### config.mk
export PLATFORM = sky130hd
export DESIGN_NAME = ppsub_ctrl
export DESIGN_NICKNAME = d
export VERILOG_FILES = /design/src/design/ppsub_pkg.sv /design/src/design/ppsub_ctrl.sv
export SDC_FILE = /design/constraint.sdc
export NUM_CORES = 1
export LEC_CHECK = 0
export BUFFER_PORTS_ARGS = -buffer_cell sky130_fd_sc_hd__buf_2
export CORE_UTILIZATION = 53
export CTS_CLUSTER_SIZE = 10
export DETAILED_ROUTE_END_ITERATION = 8
export PLACE_DENSITY = 0.79
export SLEW_MARGIN = 20
export SYNTH_ARGS = -nofsm -noshare
export SYNTH_HDL_FRONTEND = slang
export SYNTH_SLANG_ARGS = --single-unit
### constraint.sdc
create_clock -name clk -period 2.8 [get_ports clk]
set_input_delay 0.28 -clock clk [delete_from_list [all_inputs] [get_ports clk]]
set_output_delay 0.28 -clock clk [all_outputs]
set_load 0.01 [all_outputs]
### src/design/ppsub_pkg.sv
//------------------------------------------------------------------------------
// ppsub_pkg
// Shared constants, codes and controller/datapath bundles for the residue
// profile pseudocount and substitution block.
//------------------------------------------------------------------------------
`timescale 1ns / 1ps
`default_nettype none

package ppsub_pkg;

    localparam int NUM_RESIDUES_DEF = 20;

    localparam int ACT_W   = 3;
    localparam int IDX_W   = 5;
    localparam int VAL_W   = 16;
    localparam int ST_W    = 2;
    localparam int PROF_W  = 40;
    localparam int TOTAL_W = 21;
    localparam int QUO_W   = 17;
    localparam int STEP_W  = 5;
    localparam int CFG_W   = 32;
    localparam int PADDR_W = 3;

    // widest addresses over the supported residue counts (up to 64)
    localparam int ADDR_MAX_W  = 6;
    localparam int MADDR_MAX_W = 12;

    localparam logic [TOTAL_W-1:0] TOTAL_MAX = {TOTAL_W{1'b1}};
    localparam logic [VAL_W-1:0]   WEIGHT_RESET = 16'd256;

    localparam logic [ACT_W-1:0] ACT_LOAD_COUNT = 3'd0;
    localparam logic [ACT_W-1:0] ACT_LOAD_PROB  = 3'd1;
    localparam logic [ACT_W-1:0] ACT_LOAD_BG    = 3'd2;
    localparam logic [ACT_W-1:0] ACT_LOAD_MAT   = 3'd3;
    localparam logic [ACT_W-1:0] ACT_PSEUDO     = 3'd4;
    localparam logic [ACT_W-1:0] ACT_SUBST      = 3'd5;
    localparam logic [ACT_W-1:0] ACT_READ       = 3'd6;

    localparam logic [ST_W-1:0] ST_OK         = 2'd0;
    localparam logic [ST_W-1:0] ST_NO_SAMPLES = 2'd1;
    localparam logic [ST_W-1:0] ST_BAD_INDEX  = 2'd2;

    // profile write source select
    localparam logic [1:0] WS_VALUE = 2'd0;
    localparam logic [1:0] WS_MIX   = 2'd1;
    localparam logic [1:0] WS_QUOT  = 2'd2;
    localparam logic [1:0] WS_ACC   = 2'd3;

    typedef logic [ADDR_MAX_W-1:0]  addr_t;
    typedef logic [MADDR_MAX_W-1:0] maddr_t;

    typedef struct packed {
        logic       prof_clr;
        logic       prof_we;
        logic [1:0] prof_wsel;
        addr_t      prof_addr;
        logic       bg_we;
        logic       mat_we;
        maddr_t     mat_raddr;
        logic       sum_clr;
        logic       sum_add;
        logic       tot_set;
        logic       mix_mul;
        logic       div_load;
        logic       div_step;
        logic       sub_pj;
        logic       sub_mul;
        logic       sub_acc;
        logic       sub_end;
        addr_t      sub_row;
    } cmd_t;

    typedef struct packed {
        logic             sum_zero;
        logic [VAL_W-1:0] rd_value;
    } stat_t;

endpackage

`default_nettype wire

### src/design/ppsub_ctrl.sv
//------------------------------------------------------------------------------
// ppsub_ctrl
// Sequencer: accepts items, steps the datapath through load, sum, divide,
// mix and substitution passes, and holds the result register.
//------------------------------------------------------------------------------
`timescale 1ns / 1ps
`default_nettype none

module ppsub_ctrl #(
    parameter int NUM_RESIDUES = ppsub_pkg::NUM_RESIDUES_DEF
) (
    input  wire logic                          clk,
    input  wire logic                          rst_n,
    input  wire logic                          item_valid,
    output logic                               item_ready,
    input  wire logic [ppsub_pkg::ACT_W-1:0]   item_action,
    input  wire logic [ppsub_pkg::IDX_W-1:0]   item_index,
    input  wire logic [ppsub_pkg::IDX_W-1:0]   item_column,
    input  wire logic                          item_last,
    output logic                               result_valid,
    input  wire logic                          result_ready,
    output logic [ppsub_pkg::VAL_W-1:0]        result_value,
    output logic [ppsub_pkg::ST_W-1:0]         result_status,
    output ppsub_pkg::cmd_t                    cmd,
    input  wire ppsub_pkg::stat_t              stat
);

    localparam int AW  = $clog2(NUM_RESIDUES);
    localparam int MAW = $clog2(NUM_RESIDUES * NUM_RESIDUES);
    localparam int SW  = ppsub_pkg::STEP_W;
    localparam int VW  = ppsub_pkg::VAL_W;
    localparam int TW  = ppsub_pkg::ST_W;
    localparam logic [AW-1:0] LAST_IDX  = AW'(NUM_RESIDUES - 1);
    localparam logic [SW-1:0] LAST_STEP = SW'(ppsub_pkg::QUO_W - 1);

    localparam logic [3:0] S_IDLE   = 4'd0;
    localparam logic [3:0] S_DONE   = 4'd1;
    localparam logic [3:0] S_SUM    = 4'd2;
    localparam logic [3:0] S_CHK    = 4'd3;
    localparam logic [3:0] S_DIVLD  = 4'd4;
    localparam logic [3:0] S_DIV    = 4'd5;
    localparam logic [3:0] S_DIVWR  = 4'd6;
    localparam logic [3:0] S_MIXMUL = 4'd7;
    localparam logic [3:0] S_MIXWR  = 4'd8;
    localparam logic [3:0] S_SUB    = 4'd9;
    localparam logic [3:0] S_SUBFL  = 4'd10;
    localparam logic [3:0] S_COPY   = 4'd11;

    logic [3:0]    state_reg, state_next;
    logic [AW-1:0] i_reg, i_next;
    logic [AW-1:0] col_reg, col_next;
    logic [AW-1:0] row_reg, row_next;
    logic [MAW-1:0] maddr_reg, maddr_next;
    logic [SW-1:0] step_reg, step_next;
    logic          known_reg, known_next;
    logic          open_reg, open_next;
    logic          cnt_reg, cnt_next;
    logic [TW-1:0] st_pend_reg, st_pend_next;
    logic [VW-1:0] rd_pend_reg, rd_pend_next;
    logic          s1_v_reg, s1_v_next;
    logic          s1_end_reg, s1_end_next;
    logic [AW-1:0] s1_row_reg, s1_row_next;
    logic          s2_v_reg;
    logic          s2_end_reg;
    logic [AW-1:0] s2_row_reg;
    logic          out_v_reg, out_v_next;
    logic [VW-1:0] out_val_reg, out_val_next;
    logic [TW-1:0] out_st_reg, out_st_next;

    logic accept;
    logic bad_idx;
    logic bad_col;

    assign item_ready    = (state_reg == S_IDLE);
    assign accept        = item_valid && item_ready;
    assign bad_idx       = 32'(item_index) >= 32'(NUM_RESIDUES);
    assign bad_col       = 32'(item_column) >= 32'(NUM_RESIDUES);
    assign result_valid  = out_v_reg;
    assign result_value  = out_val_reg;
    assign result_status = out_st_reg;

    always_comb
    begin
        state_next   = state_reg;
        i_next       = i_reg;
        col_next     = col_reg;
        row_next     = row_reg;
        maddr_next   = maddr_reg;
        step_next    = step_reg;
        known_next   = known_reg;
        open_next    = open_reg;
        cnt_next     = cnt_reg;
        st_pend_next = st_pend_reg;
        rd_pend_next = rd_pend_reg;
        s1_v_next    = 1'b0;
        s1_end_next  = 1'b0;
        s1_row_next  = row_reg;
        out_v_next   = out_v_reg && !result_ready;
        out_val_next = out_val_reg;
        out_st_next  = out_st_reg;

        cmd           = '0;
        cmd.prof_addr = ppsub_pkg::addr_t'(i_reg);
        cmd.mat_raddr = ppsub_pkg::maddr_t'(maddr_reg);
        cmd.sub_mul   = s1_v_reg;
        cmd.sub_acc   = s2_v_reg;
        cmd.sub_end   = s2_v_reg && s2_end_reg;
        cmd.sub_row   = ppsub_pkg::addr_t'(s2_row_reg);

        unique case (state_reg)
            S_IDLE:
            begin
                if (accept)
                begin
                    cmd.prof_addr = ppsub_pkg::addr_t'(item_index);
                    st_pend_next  = ppsub_pkg::ST_OK;
                    rd_pend_next  = '0;
                    state_next    = S_DONE;
                    i_next        = '0;
                    case (item_action)
                        ppsub_pkg::ACT_LOAD_COUNT, ppsub_pkg::ACT_LOAD_PROB:
                        begin
                            if (bad_idx)
                            begin
                                st_pend_next = ppsub_pkg::ST_BAD_INDEX;
                            end
                            else
                            begin
                                cmd.prof_clr  = !open_reg;
                                cmd.prof_we   = 1'b1;
                                cmd.prof_wsel = ppsub_pkg::WS_VALUE;
                                open_next     = 1'b1;
                                if (item_last)
                                begin
                                    open_next   = 1'b0;
                                    cnt_next    = (item_action == ppsub_pkg::ACT_LOAD_COUNT);
                                    known_next  = (item_action == ppsub_pkg::ACT_LOAD_COUNT);
                                    cmd.sum_clr = 1'b1;
                                    state_next  = S_SUM;
                                end
                            end
                        end
                        ppsub_pkg::ACT_LOAD_BG:
                        begin
                            if (bad_idx)
                                st_pend_next = ppsub_pkg::ST_BAD_INDEX;
                            else
                                cmd.bg_we = 1'b1;
                        end
                        ppsub_pkg::ACT_LOAD_MAT:
                        begin
                            if (bad_idx || bad_col)
                                st_pend_next = ppsub_pkg::ST_BAD_INDEX;
                            else
                                cmd.mat_we = 1'b1;
                        end
                        ppsub_pkg::ACT_PSEUDO:
                        begin
                            if (!known_reg)
                            begin
                                st_pend_next = ppsub_pkg::ST_NO_SAMPLES;
                            end
                            else
                            begin
                                known_next = 1'b0;
                                state_next = S_MIXMUL;
                            end
                        end
                        ppsub_pkg::ACT_SUBST:
                        begin
                            known_next = 1'b0;
                            col_next   = '0;
                            row_next   = '0;
                            maddr_next = '0;
                            state_next = S_SUB;
                        end
                        ppsub_pkg::ACT_READ:
                        begin
                            if (bad_idx)
                                st_pend_next = ppsub_pkg::ST_BAD_INDEX;
                            else
                                rd_pend_next = stat.rd_value;
                        end
                        default:
                        begin
                            st_pend_next = ppsub_pkg::ST_OK;
                        end
                    endcase
                end
            end
            S_DONE:
            begin
                if (!out_v_reg || result_ready)
                begin
                    out_v_next   = 1'b1;
                    out_val_next = rd_pend_reg;
                    out_st_next  = st_pend_reg;
                    state_next   = S_IDLE;
                end
            end
            S_SUM:
            begin
                cmd.sum_add = 1'b1;
                if (i_reg == LAST_IDX)
                begin
                    state_next = S_CHK;
                end
                else
                begin
                    i_next = i_reg + 1'b1;
                end
            end
            S_CHK:
            begin
                cmd.tot_set = cnt_reg;
                i_next      = '0;
                state_next  = stat.sum_zero ? S_DONE : S_DIVLD;
            end
            S_DIVLD:
            begin
                cmd.div_load = 1'b1;
                step_next    = '0;
                state_next   = S_DIV;
            end
            S_DIV:
            begin
                cmd.div_step = 1'b1;
                step_next    = step_reg + 1'b1;
                if (step_reg == LAST_STEP)
                    state_next = S_DIVWR;
            end
            S_DIVWR:
            begin
                cmd.prof_we   = 1'b1;
                cmd.prof_wsel = ppsub_pkg::WS_QUOT;
                if (i_reg == LAST_IDX)
                begin
                    state_next = S_DONE;
                end
                else
                begin
                    i_next     = i_reg + 1'b1;
                    state_next = S_DIVLD;
                end
            end
            S_MIXMUL:
            begin
                cmd.mix_mul = 1'b1;
                state_next  = S_MIXWR;
            end
            S_MIXWR:
            begin
                cmd.prof_we   = 1'b1;
                cmd.prof_wsel = ppsub_pkg::WS_MIX;
                if (i_reg == LAST_IDX)
                begin
                    i_next      = '0;
                    cnt_next    = 1'b0;
                    cmd.sum_clr = 1'b1;
                    state_next  = S_SUM;
                end
                else
                begin
                    i_next     = i_reg + 1'b1;
                    state_next = S_MIXMUL;
                end
            end
            S_SUB:
            begin
                // issue one matrix element per cycle; pj_reg/mdata_reg feed the sprod_reg product
                cmd.prof_addr = ppsub_pkg::addr_t'(col_reg);
                cmd.sub_pj    = 1'b1;
                s1_v_next     = 1'b1;
                s1_end_next   = (col_reg == LAST_IDX);
                s1_row_next   = row_reg;
                maddr_next    = maddr_reg + 1'b1;
                if (col_reg == LAST_IDX)
                begin
                    col_next = '0;
                    row_next = row_reg + 1'b1;
                    if (row_reg == LAST_IDX)
                        state_next = S_SUBFL;
                end
                else
                begin
                    col_next = col_reg + 1'b1;
                end
            end
            S_SUBFL:
            begin
                if (!s1_v_reg && !s2_v_reg)
                begin
                    i_next     = '0;
                    state_next = S_COPY;
                end
            end
            S_COPY:
            begin
                cmd.prof_we   = 1'b1;
                cmd.prof_wsel = ppsub_pkg::WS_ACC;
                if (i_reg == LAST_IDX)
                begin
                    i_next      = '0;
                    cnt_next    = 1'b0;
                    cmd.sum_clr = 1'b1;
                    state_next  = S_SUM;
                end
                else
                begin
                    i_next = i_reg + 1'b1;
                end
            end
            default:
            begin
                state_next = S_IDLE;
            end
        endcase
    end

    always_ff @(posedge clk or negedge rst_n)
    begin
        if (!rst_n)
        begin
            state_reg  <= S_IDLE;
            i_reg      <= '0;
            col_reg    <= '0;
            row_reg    <= '0;
            maddr_reg  <= '0;
            step_reg   <= '0;
            known_reg  <= 1'b0;
            open_reg   <= 1'b0;
            cnt_reg    <= 1'b0;
            s1_v_reg   <= 1'b0;
            s1_end_reg <= 1'b0;
            s2_v_reg   <= 1'b0;
            s2_end_reg <= 1'b0;
            out_v_reg  <= 1'b0;
        end
        else
        begin
            state_reg  <= state_next;
            i_reg      <= i_next;
            col_reg    <= col_next;
            row_reg    <= row_next;
            maddr_reg  <= maddr_next;
            step_reg   <= step_next;
            known_reg  <= known_next;
            open_reg   <= open_next;
            cnt_reg    <= cnt_next;
            s1_v_reg   <= s1_v_next;
            s1_end_reg <= s1_end_next;
            s2_v_reg   <= s1_v_reg;
            s2_end_reg <= s1_end_reg;
            out_v_reg  <= out_v_next;
        end
    end

    always_ff @(posedge clk)
    begin
        st_pend_reg <= st_pend_next;
        rd_pend_reg <= rd_pend_next;
        s1_row_reg  <= s1_row_next;
        s2_row_reg  <= s1_row_reg;
        out_val_reg <= out_val_next;
        out_st_reg  <= out_st_next;
    end

endmodule

`default_nettype wire

==> results.py <==
metrics = {
    "clock_tree": {
        "post_cts_buffers": 0,
        "root_buffer": "clkbuf_8",
        "cts_sinks": 87,
        "clockBufferDepth": 2,
        "cts_tree": "done",
        "cts_buffers": 9,
        "htree_levels": 3,
        "ctsResizeCount": 0,
        "postCtsHoldBufs": 0,
        "clk_pin_slew_worst_paths_ns": 0.10,
        "clk_latency_ns": 0.36,
    },
    "sta": {
        "setup_viol": 0,
        "rsz0062_at_grt": "no",
        "max_freq_mhz": 377,
        "fin_crit_ns": 2.65,
        "setup_tns_ns": 0,
        "worst_slack_ns": 0.149,
        "hold_viol": 0,
        "slew_violations": 0,
        "tightestPinTransition_ns": 0.901,
        "fin_crit_sh": 0.947,
        "fin_skew_ns": 0.0107,
        "relSlewSlack": 0.400,
    },
    "pwr": {
        "p_seq_frac": 0.592,
        "internal_power_mw": 1.70,
        "vdd_drop_max_mv": 0.232,
        "power_mw": 2.24,
        "p_clk_frac": 0.376,
        "netSwitchingPower_mw": 0.540,
        "switching_share": 0.241,
        "comb_power_share": 0.032,
        "power_leakage_nw": 2.12,
        "p_per_area_nw_per_um2": 476,
    },
    "worst_setup_path": {
        "r2r_start": "col_reg[0]",
        "path_max_fanout": 8,
        "reg2reg_to": "state_reg[0]",
        "max_stage_delay_ns": 0.70,
        "cp_num_buf_inv": 3,
        "cp-end-kind": "output pin",
        "worstRegToRegCells": 6,
        "critPathArrivalTime_ns": 2.37,
        "cpMostUsedCell": "inv_2",
        "start_kind": "register",
        "path_cells": "or4_1 -> inv_2 -> nand2_1 -> inv_2 -> nor2_1 -> a221o_1 -> buf_2",
        "critPathKind": "reg -> out",
        "regToRegSetupSlack_ns": 0.56,
        "critPathTopFamily": "simple AND/OR/NAND/NOR gates",
        "cpMaxStageDelayCell": "or4_1",
        "required_ns": 2.52,
    },
    "cells_and_area": {
        "drive_gt1_frac": 0.281,
        "antenna_cells": 0,
        "finalNonFillerCells": 554,
        "layout_common_cells": "87 x buf_2, 41 x dfrtp_1, 36 x edfxtp_1",
        "nNetsFinal": 491,
        "final_core_util": 0.650,
        "final_common_cell": "buf_2",
        "syn_to_final_growth_pct": 18.2,
    },
    "run": {
        "max_cap_violations": 0,
    },
    "floorplan": {
        "die-area_um2": 7870,
        "die_width_um": 88.7,
        "start_util": 0.550,
        "num_rows": 31,
        "chipHeight_um": 88.7,
        "ios": 95,
        "core-area_um2": 7250,
    },
    "yosys": {
        "synth_edf_count": 36,
        "yosysSeqAreaShare": 0.579,
        "yosys_register_bits": 87,
        "yosysWarnings": 0,
        "async_reset_ff_frac": 0.471,
        "syn_inst": 359,
        "yosys_most_used_dff": "dfrtp_1",
        "synth.avg_cell_area_um2": 11.1,
        "synth_area_um2": 3990,
        "synth_cell_types": 62,
    },
    "routing": {
        "wire_per_inst_um": 14.3,
        "routed_wl_um": 7940,
        "routed_via_density": 5.46,
        "wl_met3_um": 610,
        "antenna_left": 0,
        "drc": 0,
        "wl_met2_um": 3530,
        "dr.max_layer_used": "met4",
        "via_count": 3025,
        "first_pass_iters": 4,
        "drt_iter0_markers": 149,
        "m1WireLength_um": 3710,
    },
    "global_routing": {
        "grt-ovfl-total": 0,
        "grt_max_degree": 42,
        "grt_use_total": 0.217,
        "grt_pass1_wl_um": 12900,
        "antenna_found_initial": 0,
        "first_global_vias": 2715,
    },
    "placed_design": {
        "dp_cells": 538,
        "place.gp.congestion": 0.921,
        "port_buffers": 87,
        "pre_cts_ws_ns": 0.553,
        "dp_hpwl_um": 5850,
    },
    "run_status": {
        "outcome": "finished, final reports clean",
    },
    "hold_path": {
        "holdCritPathClass": "in -> async",
    },
}
Yosys cell counts (5+ instances only):
| cell type | number | area share |
|---|---|---|
| dfrtp_1 | 41 | 0.26 |
| edfxtp_1 | 36 | 0.27 |
| nor2_1 | 33 | 0.031 |
| nand2_1 | 29 | 0.027 |
| and2_1 | 19 | 0.030 |
| inv_1 | 16 | 0.015 |
| nand3_1 | 11 | 0.014 |
| dfxtp_1 | 10 | 0.050 |
| nand2b_1 | 10 | 0.016 |
| xor2_1 | 10 | 0.022 |
| a21oi_1 | 9 | 0.011 |
| o21ai_1 | 9 | 0.011 |
| buf_4 | 8 | 0.015 |
| clkbuf_1 | 7 | 0.0066 |
| nand4_1 | 7 | 0.011 |
| nor3_1 | 7 | 0.0088 |
| a22o_1 | 6 | 0.013 |
| ha_1 | 6 | 0.019 |
| nor2b_1 | 5 | 0.0078 |
| o21ai_0 | 5 | 0.0063 |
| xnor2_1 | 5 | 0.011 |
how the worst max path moves through the flow:
stage	startpoint	endpoint	slack, ns	cells past startpoint
CTS	state_reg[0]	cmd[32]	0.14	7
global placement	col_reg[0]	state_reg[0]	0.57	6
floorplan	state_reg[3]	result_status[0]	0.39	3
global route	state_reg[0]	cmd[33]	0.008	7
finish	state_reg[0]	cmd[32]	0.15	7
detailed placement	state_reg[0]	cmd[33]	0.55	7
metrics by stage:
step | hold slack [ns] | area [um^2]
6_report | 0.0361 | 4710
5_1_grt | 0.121 | 4710
4_1_cts | 0.0691 | 4710
3_5_place_dp | 0.312 | 4510
3_3_place_gp | 0.313 | 4510
2_1_floorplan | -0.0156 | 4000
cell type report:
cell class,count,area (um^2)
clock inverters,7,75.1
clock buffers,9,124
inverters,20,75.1
repair buffers,96,503
multi-input cells,236,1500
flip-flops and latches,87,2310
fillers,592,2540
well taps,99,124
power groups by stage:
stage,Combinational (mW),Sequential (mW),Clock (mW)
final,0.0710,1.33,0.844
after global routing,0.0806,1.33,0.911
after CTS,0.0723,1.33,0.863
after detailed placement,0.0720,1.35,0
after global placement,0.0695,1.35,0
after floorplan,0.0295,1.36,0
worst reg2reg max path, cell delays in order, from the launching register on:
cell      delay, ns
dfrtp_1        0.42
ha_1           0.19
nor4bb_1       0.26
buf_4          0.16
a41oi_1        0.16
nor4b_2        0.53
mux2_1         0.39
metal layers:
layer / up-vias / track usage
li1: 1451 / -
met1: 1449 / 0.301
met2: 117 / 0.327
met3: 8 / 0.0541
met4: 0 / 0.0924
met5: - / 0
cell families (layout without fill, tap and decap cells):
| family | Yosys count | after routing | share of synthesized area |
|---|---|---|---|
| and+or+nand+nor | 146 | 146 | 0.203 |
| DFF | 87 | 87 | 0.579 |
| AOI/OAI and AO/OA | 61 | 61 | 0.109 |
| buffers and inverters | 40 | 132 | 0.0480 |
| xor gates and xnor gates | 15 | 15 | 0.0329 |
| adders and majority gates | 6 | 6 | 0.0188 |
| muxes | 3 | 3 | 0.00847 |
| other | 1 | 5 | 0.000940 |
(Power assumes the default switching activity.)
